### config.mk
export PLATFORM = sky130hd
export DESIGN_NAME = tte_ctrl
export DESIGN_NICKNAME = d
export VERILOG_FILES = /design/src/hdl/tte_pkg.sv /design/src/hdl/tte_ctrl.sv
export SDC_FILE = /design/constraint.sdc
export NUM_CORES = 1
export LEC_CHECK = 0
export BUFFER_PORTS_ARGS = -buffer_cell sky130_fd_sc_hd__buf_2
export CAP_MARGIN = 20
export CORE_AREA = 3 3 40 42
export DETAILED_ROUTE_END_ITERATION = 10
export DIE_AREA = 0 0 43 45
export GPL_TIMING_DRIVEN = 0
export HOLD_SLACK_MARGIN = 0.03
export SLEW_MARGIN = 10
export SYNTH_ARGS = -nofsm -noshare
export SYNTH_HDL_FRONTEND = slang
export SYNTH_SLANG_ARGS = --single-unit
### constraint.sdc
create_clock -name clk -period 1.6 [get_ports clk]
set_input_delay 0.32 -clock clk [delete_from_list [all_inputs] [get_ports clk]]
set_output_delay 0.32 -clock clk [all_outputs]
set_load 0.1 [all_outputs]
### src/hdl/tte_pkg.sv
`timescale 1ns / 1ps

package tte_pkg;

	localparam int INDEX_BITS_DEF = 12;

	// Operation codes carried by func.
	localparam logic [1:0] FUNC_PROBE  = 2'd0;
	localparam logic [1:0] FUNC_RECORD = 2'd1;
	localparam logic [1:0] FUNC_CLEAR  = 2'd2;

	// Bound kinds carried by bound_kind.
	localparam logic [1:0] BOUND_EXACT = 2'd0;
	localparam logic [1:0] BOUND_UPPER = 2'd1;
	localparam logic [1:0] BOUND_LOWER = 2'd2;
	localparam logic [1:0] BOUND_NONE  = 2'd3;

	// Slot occupancy codes held in the table.
	localparam logic [1:0] KIND_EMPTY = 2'd0;
	localparam logic [1:0] KIND_EXACT = 2'd1;
	localparam logic [1:0] KIND_UPPER = 2'd2;
	localparam logic [1:0] KIND_LOWER = 2'd3;

	typedef struct packed {
		logic [1:0]         func;
		logic [63:0]        position_key;
		logic [5:0]         search_depth;
		logic signed [31:0] score_value;
		logic [1:0]         bound_kind;
		logic signed [31:0] alpha_bound;
		logic signed [31:0] beta_bound;
	} item_t;

	typedef struct packed {
		logic               hit;
		logic signed [31:0] result_score;
		logic               written;
	} result_t;

	typedef struct packed {
		logic [1:0]         kind;
		logic [63:0]        key;
		logic signed [31:0] score;
		logic [5:0]         depth;
	} slot_t;

	// Commands from the controller to the datapath.
	typedef struct packed {
		logic load;     // capture the item and start the slot read
		logic finish;   // evaluate, write back and load the output register
		logic sweep_wr; // empty one slot of the clearing sweep
	} cmd_t;

	// Status from the datapath to the controller.
	typedef struct packed {
		logic is_clear;   // the held item is a clear
		logic out_busy;   // the output register holds a result not yet taken
		logic sweep_last; // the sweep is at its final slot
	} status_t;

endpackage

### src/hdl/tte_ctrl.sv
`timescale 1ns / 1ps

module tte_ctrl
	import tte_pkg::*;
(
	input  logic    clk,
	input  logic    arst_n,
	input  logic    in_valid,
	output logic    in_ready,
	input  status_t st,
	output cmd_t    cmd
);

	typedef enum logic [1:0] {
		S_SWEEP,
		S_IDLE,
		S_LOOK
	} state_t;

	state_t state_q;
	logic   ready_q;

	assign in_ready = ready_q;

	always_comb begin
		cmd          = '0;
		cmd.load     = in_valid && ready_q;
		cmd.finish   = (state_q == S_LOOK) && !st.out_busy;
		cmd.sweep_wr = (state_q == S_SWEEP);
	end

	always_ff @(posedge clk or negedge arst_n) begin
		if (!arst_n) begin
			state_q <= S_SWEEP;
			ready_q <= 1'b0;
		end else begin
			case (state_q)
				S_SWEEP: begin
					if (st.sweep_last) begin
						state_q <= S_IDLE;
						ready_q <= 1'b1;
					end
				end
				S_IDLE: begin
					if (in_valid && ready_q) begin
						state_q <= S_LOOK;
						ready_q <= 1'b0;
					end
				end
				S_LOOK: begin
					if (!st.out_busy) begin
						if (st.is_clear) begin
							state_q <= S_SWEEP;
						end else begin
							state_q <= S_IDLE;
							ready_q <= 1'b1;
						end
					end
				end
				default: begin
					state_q <= S_SWEEP;
					ready_q <= 1'b0;
				end
			endcase
		end
	end

endmodule

==> results of run 1 <==
[repair_timing]
action | 4_1_cts | 5_1_grt
hold endpoints to repair | 3 | 0
hold buffers | 1 | 0
setup endpoints to repair | 1 | 1
gates resized for setup | 1 | 1
[state kept, by name, indices dropped and copies added (netlist names)]
name and count:
state_q 2, in_ready 1
[layout make-up]
cell class / count / area, sq um
well taps: 15 / 18.8
inverters: 3 / 15.0
repair buffers: 10 / 60.1
multi-input cells: 12 / 81.3
fillers: 153 / 1010
flip-flops and latches: 3 / 77.6
clock buffers: 4 / 26.3
[tightest hold or removal path: cells and delay by family]
| kind | cells | cell delay [ns] |
|---|---|---|
| and+or+nand+nor | 1 | 0.07 |
| buffers and inverters | 1 | 0.11 |
| AOI/OAI and AO/OA | 1 | 0.07 |
[cells in the mapped netlist]
master    number
inv_1          3
nand2_1        2
dfrtp_1        3
nand2b_1       1
o221ai_1       1
a21oi_1        2
nor3b_2        1
nor2_1         1
o21ai_0        2
nand3b_1       1
nor2b_1        1
[layer usage]
metal	up-vias	GRT usage [%]	share of wire, %
li1	87	-	-
met2	5	7.49	49
met5	-	0	0
met3	0	2.79	4.0
met4	0	7.23	0
met1	79	5.58	46
[worst max path at each step]
stage / to / slack, ns / cells after the start
3_5_place_dp: cmd[1] / 0.20 / 2
6_report: cmd[0] / 0.08 / 2
2_1_floorplan: in_ready / -0.02 / 3
3_3_place_gp: cmd[1] / 0.19 / 3
4_1_cts: cmd[2] / 0.05 / 3
5_1_grt: cmd[0] / 0.02 / 2
[logic make-up after synthesis]
kind of cell | count (synthesis)
flops | 3
compound gates | 5
simple gates | 7
buf+inv | 3
[stage by stage]
stage          setup WS (ns)  util, %  TNS, ns
3_5_place_dp           0.197     18.5        0
3_3_place_gp           0.194     18.5        0
4_1_cts               0.0464     21.5        0
6_report              0.0784     21.7        0
2_1_floorplan        -0.0225        -  -0.0671
5_1_grt               0.0165     21.7        0
==> metrics, run 1 <==
outcome=complete, no violations; largest family of logic cells by synthesized area=simple AND/OR/NAND/NOR gates; P&R area growth vs syn=75.6%; Worst path slowest cell=dfrtp_1; startpoint types=flip-flop; final-report setup violation count=0; RSZ-0062 raised after global routing=false; Synthesis Warnings=0; CP bufs+invs=1; Synth area leader=dfrtp_1; initial core utilization=12.4%; GP Congestion=0.672; total core area=0.00128 sq mm; Wirelength per Cell=8.47 um; fin crit share=95.1%; total gr overflow=0; Clk pin slew, worst setup/hold paths=0.04 ns; R2R cell count=3; most common cell after layout, fill and taps aside=buf_2; DP HPWL=304 um; die width=43 um; antenna-violating nets left=0; dpl cells=42; Synth Instances=18; R2R Path Start=state_q[0]; WP data arrival=1.20 ns; Avg Cell Area, Syn=8.83 sq um; setup slack, reg-to-reg=0.67 ns; multiplexer share of the synthesized area=0%; Yosys top cell area share=47.2%; fmax=0.657 GHz; clock root cell=clkbuf_4; Placed Area=238 sq um; CP Cell Sequence=nor2_2 > buf_2; DR iter-0 viols=1; Worst-Margin Slew=0.486 ns; post-synthesis instance area=159 sq um; initial antenna violation count=0; Initial DRT Pass Iterations=2; Final Hold Violating Endpoints=0; vias in the first global route=204; largest net degree at the start of global routing=8; H-tree depth=1; global-route wire length before repair=731 um; Final min period=1.52 ns; hold slack=0.376 ns; worst hold path class=in2reg; critical path required time=1.28 ns; Setup Fix Bufs, Post-CTS=0; commonest cells after routing, fill and taps aside=buf_2, clkbuf_4; CTS tree=built; IO Port Bufs=9; Worst Setup Path Type=reg2out; largest cells by area after synthesis=dfrtp_1, nor3b_2, inv_1; die area=0.00194 sq mm; relative slew slack=67.8%; non-filler cells, final=47; RR Endpoint=in_ready; I/O pins=10; CP Max Fanout=6; maximum capacitance violations=0; CP Launch Point=state_q[1]; Die H=45 um; Clk Latency, worst-skew pair=0.23 ns; hold_sp=st[1]; Max Clock Skew=0.00237 ns; Clock Tree Buf Depth=2; Hold Path Sink=state_q[1]; nets@finish=39; via/cell ratio=3.64; CTS buffer count=3; Slew Limit Fails=0; Synth Area in Adders=0%; vias=171; register area share after synthesis=47.2%; compound-cell area share of the yosys netlist=18.1%; clock sinks=3; Cell Rows=13; number of antenna diodes=0; Hold Crit Depth=3; Design Area, Final=279 sq um; DRC=0; delay-heaviest family, CP=flip-flops; library cells used by synthesis=11; xor and xnor fraction of the mapped netlist area=0%; final wirelength=398 um; Synth Register Bits=3; CP max stage delay=0.43 ns; Global Route Usage Sum=5.59%; crit path capture type=output port; share of layout cells above drive strength 1=53.1%; simple-gate portion of the synthesized area=27.6%; Net Count, Synth=24
Power of run 1 is left out: the tool's default activity adds up to more than one toggle a clock period on the data nets, which glitch-free logic cannot reach.
==> inputs of run 2 (changes only) <==
--- a/config.mk
+++ b/config.mk
@@ -5,6 +5,7 @@
 export SDC_FILE = /design/constraint.sdc
 export NUM_CORES = 1
 export LEC_CHECK = 0
+export ABC_AREA = 1
 export BUFFER_PORTS_ARGS = -buffer_cell sky130_fd_sc_hd__buf_2
 export CAP_MARGIN = 20
 export CORE_AREA = 3 3 40 42
==> constraint.sdc (replaced) <==
create_clock -name clk -period 1.6 [get_ports clk]
set_input_delay 0.08 -clock clk [delete_from_list [all_inputs] [get_ports clk]]
set_output_delay 0.08 -clock clk [all_outputs]
set_load 0.1 [all_outputs]
==> metrics, run 2 <==
outcome=complete, no violations; maximum capacitance violations=0 (unchanged); Synth Flop Type=dfrtp_1; R2R cell count=5 (+2); number of antenna diodes=0 (unchanged); register area share after synthesis=48.0% (+0.76 points); critical path required time=1.52 ns (+0.24 ns); CTS buffer count=3 (unchanged); post-synthesis instance area=156 sq um (-1.6%); H-tree depth=1 (unchanged); nets@finish=43 (+10%); vias=186 (+8.8%); vias in the first global route=199 (-2.5%); via/cell ratio=3.65 (+0.24%); Synth area leader=dfrtp_1; Worst-Margin Slew=0.485 ns (-0.000398 ns); share of flip-flops with an asynchronous set or reset=100% (unchanged); largest net degree at the start of global routing=6 (-2); worst hold path class=in2async; Synth Register Bits=3 (unchanged); library cells used by synthesis=8 (-3); clock sinks=3 (unchanged); multi-input logic area=85.1 sq um (+4.6%); startpoint types=flip-flop; Worst path slowest cell=dfrtp_1; fmax=0.703 GHz (+6.9%); Avg Cell Area, Syn=7.11 sq um (-19%); Final Hold Violating Endpoints=0 (unchanged); antenna-violating nets left=0 (unchanged); final wirelength=409 um (+2.8%); global-route wire length before repair=696 um (-4.8%); Die H=45 um (unchanged); P&R area growth vs syn=79.2%; relative slew slack=67.9% (about the same); setup slack, reg-to-reg=0.52 ns (-0.15 ns); final-report setup violation count=0 (unchanged); total gr overflow=0 (unchanged); fin util=21.8% (+0.097 points); Synth Instances=22 (+4); I/O pins=10 (unchanged); initial core utilization=12.2% (-0.19 points); Slew Limit Fails=0 (unchanged); CP max stage delay=0.44 ns (about the same); Post-CTS Resized=0 (-1); crit path capture type=output port; Net Count, Synth=28 (+17%); hold slack=0.177 ns (-0.199 ns); most common cell in the netlist=nand2_1; DP HPWL=325 um (+7.1%); Synthesis Warnings=0 (unchanged); Clk pin slew, worst setup/hold paths=0.04 ns (about the same); Wirelength per Cell=8.02 um (-5.3%); R2R Path Start=state_q[0]; post-route setup TNS=0 ns (unchanged); Clock Tree Buf Depth=2 (unchanged); GP Congestion=0.743 (+11%); CP Cell Sequence=inv_1 > nor3_4 > buf_2; IO Port Bufs=9 (unchanged); Yosys top cell area share=48.0% (+0.76 points); Final min period=1.42 ns (-0.0983 ns); die area=0.00194 sq mm (unchanged); DR iter-0 viols=0 (-1); Global Route Usage Sum=5.09% (-0.50 points); EDFF count, synth=0 (unchanged); Initial DRT Pass Iterations=1 (-1); Clk Latency, worst-skew pair=0.23 ns (about the same); fin crit share=89.0% (-6.1 points); share of layout cells above drive strength 1=44.4% (-8.7 points); RR Endpoint=in_ready; synth cell count leaders=nand2_1, inv_1, dfrtp_1, nand3_1, nor2_1; Cell Rows=13 (unchanged); CTS tree=built; CP Launch Point=state_q[1]; # fillers=152 (-0.65%); DRC=0 (unchanged); largest cells by area after synthesis=dfrtp_1, nand2_1, nand3_1; Worst Setup Path Type=reg2out; max reg flops=2 (unchanged); Reg with most FFs=state_q; clock root cell=clkbuf_4; die width=43 um (unchanged); Sequential Area=76.3 sq um (-1.6%); WP data arrival=1.34 ns (+0.14 ns); total core area=0.00128 sq mm (unchanged); commonest cells after routing, fill and taps aside=buf_2, nand2_1, inv_1, nand3_1, clkbuf_4; CP Max Fanout=5 (-1); RSZ-0062 raised after global routing=false; initial antenna violation count=0 (unchanged); Max Clock Skew=0.00162 ns (-0.000751 ns); most common cell after layout, fill and taps aside=buf_2
run 2: layout make-up:
class	instances	share of cell area, %
tap	15	6.70
sequential	3	27.2
timing repair buffer	10	19.6
clock buffer	4	9.37
inverter	4	6.70
multi-input combinational	15	30.4
run 2: routing by layer:
| layer | global-route usage (%) | vias to the layer above | routed length, um |
|---|---|---|---|
| met5 | 0 | - | 0 |
| met4 | 7.23 | 0 | 0 |
| met3 | 0.398 | 0 | 39 |
| met2 | 7.49 | 6 | 221 |
| met1 | 5.58 | 83 | 149 |
| li1 | - | 97 | - |
run 2: worst max path at each step:
stage / to / slack (ns)
floorplan: in_ready / 0.21
global placement: cmd[1] / 0.43
finish: cmd[1] / 0.18
CTS: cmd[1] / 0.16
global route: cmd[1] / 0.11
detailed placement: cmd[1] / 0.41
run 2: through the flow:
step	cells	setup WS [ns]	area, sq um
floorplan	22	0.210	180
global placement	46	0.431	244
detailed placement	46	0.414	244
CTS	51	0.163	280
global route	51	0.105	280
finish	51	0.177	280
run 2: what timing repair did:
item,4_1_cts,5_1_grt
buffers inserted,0,0
hold buffers,1,0
endpoints found under the hold margin,3,0
run 2: logic make-up (layout without fill, tap and decap cells):
kind of cell | Yosys count | count (layout) | synth area share [%]
AOI/OAI and AO/OA | 2 | 2 | 8.00
buffers and inverters | 4 | 18 | 9.60
DFF | 3 | 3 | 48.0
and+or+nand+nor | 13 | 13 | 34.4
run 2: worst max-delay path, delay by kind of cell, from the launching register on:
family / cells / cell delay [ns]
flip-flops: 1 / 0.44
buffers and inverters: 2 / 0.56
AND/OR/NAND/NOR: 1 / 0.11
Power of run 2 is left out for the same reason.
==> inputs of run 3 (changes only) <==
--- a/config.mk
+++ b/config.mk
@@ -9,6 +9,7 @@
 export BUFFER_PORTS_ARGS = -buffer_cell sky130_fd_sc_hd__buf_2
 export CAP_MARGIN = 20
 export CORE_AREA = 3 3 40 42
+export CTS_BUF_LIST = sky130_fd_sc_hd__clkbuf_16
 export DETAILED_ROUTE_END_ITERATION = 10
 export DIE_AREA = 0 0 43 45
 export GPL_TIMING_DRIVEN = 0
==> metrics, run 3 (synthesis results as in run 2) <==
CTS tree=built; most common cell after layout, fill and taps aside=buf_2; via/cell ratio=3.73 (+2.2%); R2R cell count=5 (unchanged); post-route setup TNS=0 ns (unchanged); Hold Path Sink=state_q[1]; fin crit share=88.3% (-0.68 points); vias in the first global route=203 (+2.0%); final-report setup violation count=0 (unchanged); total core area=0.00128 sq mm (unchanged); vias=190 (+2.2%); Final min period=1.41 ns (-0.0109 ns); worst hold path class=in2reg; die area=0.00194 sq mm (unchanged); Initial DRT Pass Iterations=1 (unchanged); Clk pin slew, worst setup/hold paths=0.03 ns (about the same); max reg flops=2 (unchanged); clock sinks=3 (unchanged); CP Cell Sequence=inv_1 > nor3_4 > buf_2; CP max stage delay=0.44 ns (about the same); global-route wire length before repair=745 um (+7.0%); IO Port Bufs=9 (unchanged); CTS buffer count=3 (unchanged); Placed Area=244 sq um (unchanged); H-tree depth=1 (unchanged); Design Area, Final=333 sq um (+19%); die width=43 um (unchanged); Clock Tree Buf Depth=2 (unchanged); final wirelength=421 um (+2.9%); Max Clock Skew=0.000120 ns (-0.00150 ns); RSZ-0062 raised after global routing=false; Final Hold Violating Endpoints=0 (unchanged); Clk Latency, worst-skew pair=0.22 ns (about the same); largest net degree at the start of global routing=6 (unchanged); DR iter-0 viols=0 (unchanged); Die H=45 um (unchanged); I/O pins=10 (unchanged); commonest cells after routing, fill and taps aside=buf_2, nand2_1, inv_1; share of layout cells above drive strength 1=44.4% (unchanged); Worst path slowest cell=dfrtp_1; setup slack, reg-to-reg=0.52 ns (about the same); R2R Path Start=state_q[1]; P&R area growth vs syn=113%; total gr overflow=0 (unchanged); fmax=0.708 GHz (+0.77%); crit path capture type=output port; maximum capacitance violations=0 (unchanged); nets@finish=43 (unchanged); GP Congestion=0.743 (unchanged); Global Route Usage Sum=5.18% (+0.083 points); hold_sp=st[1]; Slew Limit Fails=0 (unchanged); initial antenna violation count=0 (unchanged); relative slew slack=67.9% (unchanged); Hold Crit Depth=3; critical path required time=1.52 ns (about the same); startpoint types=flip-flop; outcome=complete, no violations; WP data arrival=1.33 ns (about the same); antenna-violating nets left=0 (unchanged); Worst-Margin Slew=0.485 ns (-0.000000238 ns); Worst Setup Path Type=reg2out; Wirelength per Cell=8.25 um (+2.9%); RR Endpoint=in_ready; # fillers=150 (-1.3%); DRC=0 (unchanged); clock root cell=clkbuf_16; CP Max Fanout=5 (unchanged); number of antenna diodes=0 (unchanged); DP HPWL=325 um (unchanged); Reg with most FFs=state_q; Cell Rows=13 (unchanged); initial core utilization=12.2% (unchanged)
## run 3: cell types whose count changed in the layout (fill, tap and decap cells not counted), sizes merged
cell    change
clkbuf      -1
inv         +1
## run 3: worst max-delay path, delay by kind of cell (launching register included)
family        cells  cell delay, ns
flops             1            0.44
simple gates      1            0.11
buf+inv           2            0.56
## run 3: final cells by class
type | instances | area, sq um | area share (%)
Clock buffer | 3 | 75.1 | 22.6
Clock inverter | 1 | 3.75 | 1.13
Inverter | 4 | 18.8 | 5.64
Multi-Input combinational cell | 15 | 85.1 | 25.6
Sequential cell | 3 | 76.3 | 22.9
Tap cell | 15 | 18.8 | 5.64
Timing Repair Buffer | 10 | 55.1 | 16.5
## run 3: worst max path at each step
stage | endpoint | slack (ns) | cells after the start | from
CTS | cmd[1] | 0.18 | 3 | state_q[1]
detailed placement | cmd[1] | 0.41 | 3 | state_q[1]
global placement | cmd[1] | 0.43 | 3 | state_q[1]
global route | cmd[1] | 0.12 | 3 | state_q[1]
finish | cmd[1] | 0.19 | 3 | state_q[1]
floorplan | in_ready | 0.21 | 6 | state_q[1]
## run 3: layer usage
layer / wire, um / vias to the layer above / track usage, %
met4: 0 / 0 / 3.61
met5: 0 / - / 0
met3: 39 / 0 / 1.59
met2: 218 / 6 / 8.08
li1: - / 97 / -
met1: 163 / 87 / 6.07
## run 3: through the flow
stage | std cells | util, % | setup WS, ns | hold WS [ns]
2_1_floorplan | 22 | - | 0.210 | -0.216
3_3_place_gp | 46 | 19.0 | 0.431 | -0.124
3_5_place_dp | 46 | 19.0 | 0.414 | -0.125
4_1_cts | 51 | 25.9 | 0.183 | 0.203
5_1_grt | 51 | 25.9 | 0.120 | 0.231
6_report | 51 | 25.9 | 0.188 | 0.193
## run 3: what timing repair did
action | in CTS | in global routing
endpoints found under the hold margin | 3 | 0
endpoints found under the setup margin | 0 | 0
gates resized for setup | 0 | 0
setup buffers | 0 | 0
hold buffers | 1 | 0
Power of run 3 is left out for the same reason.
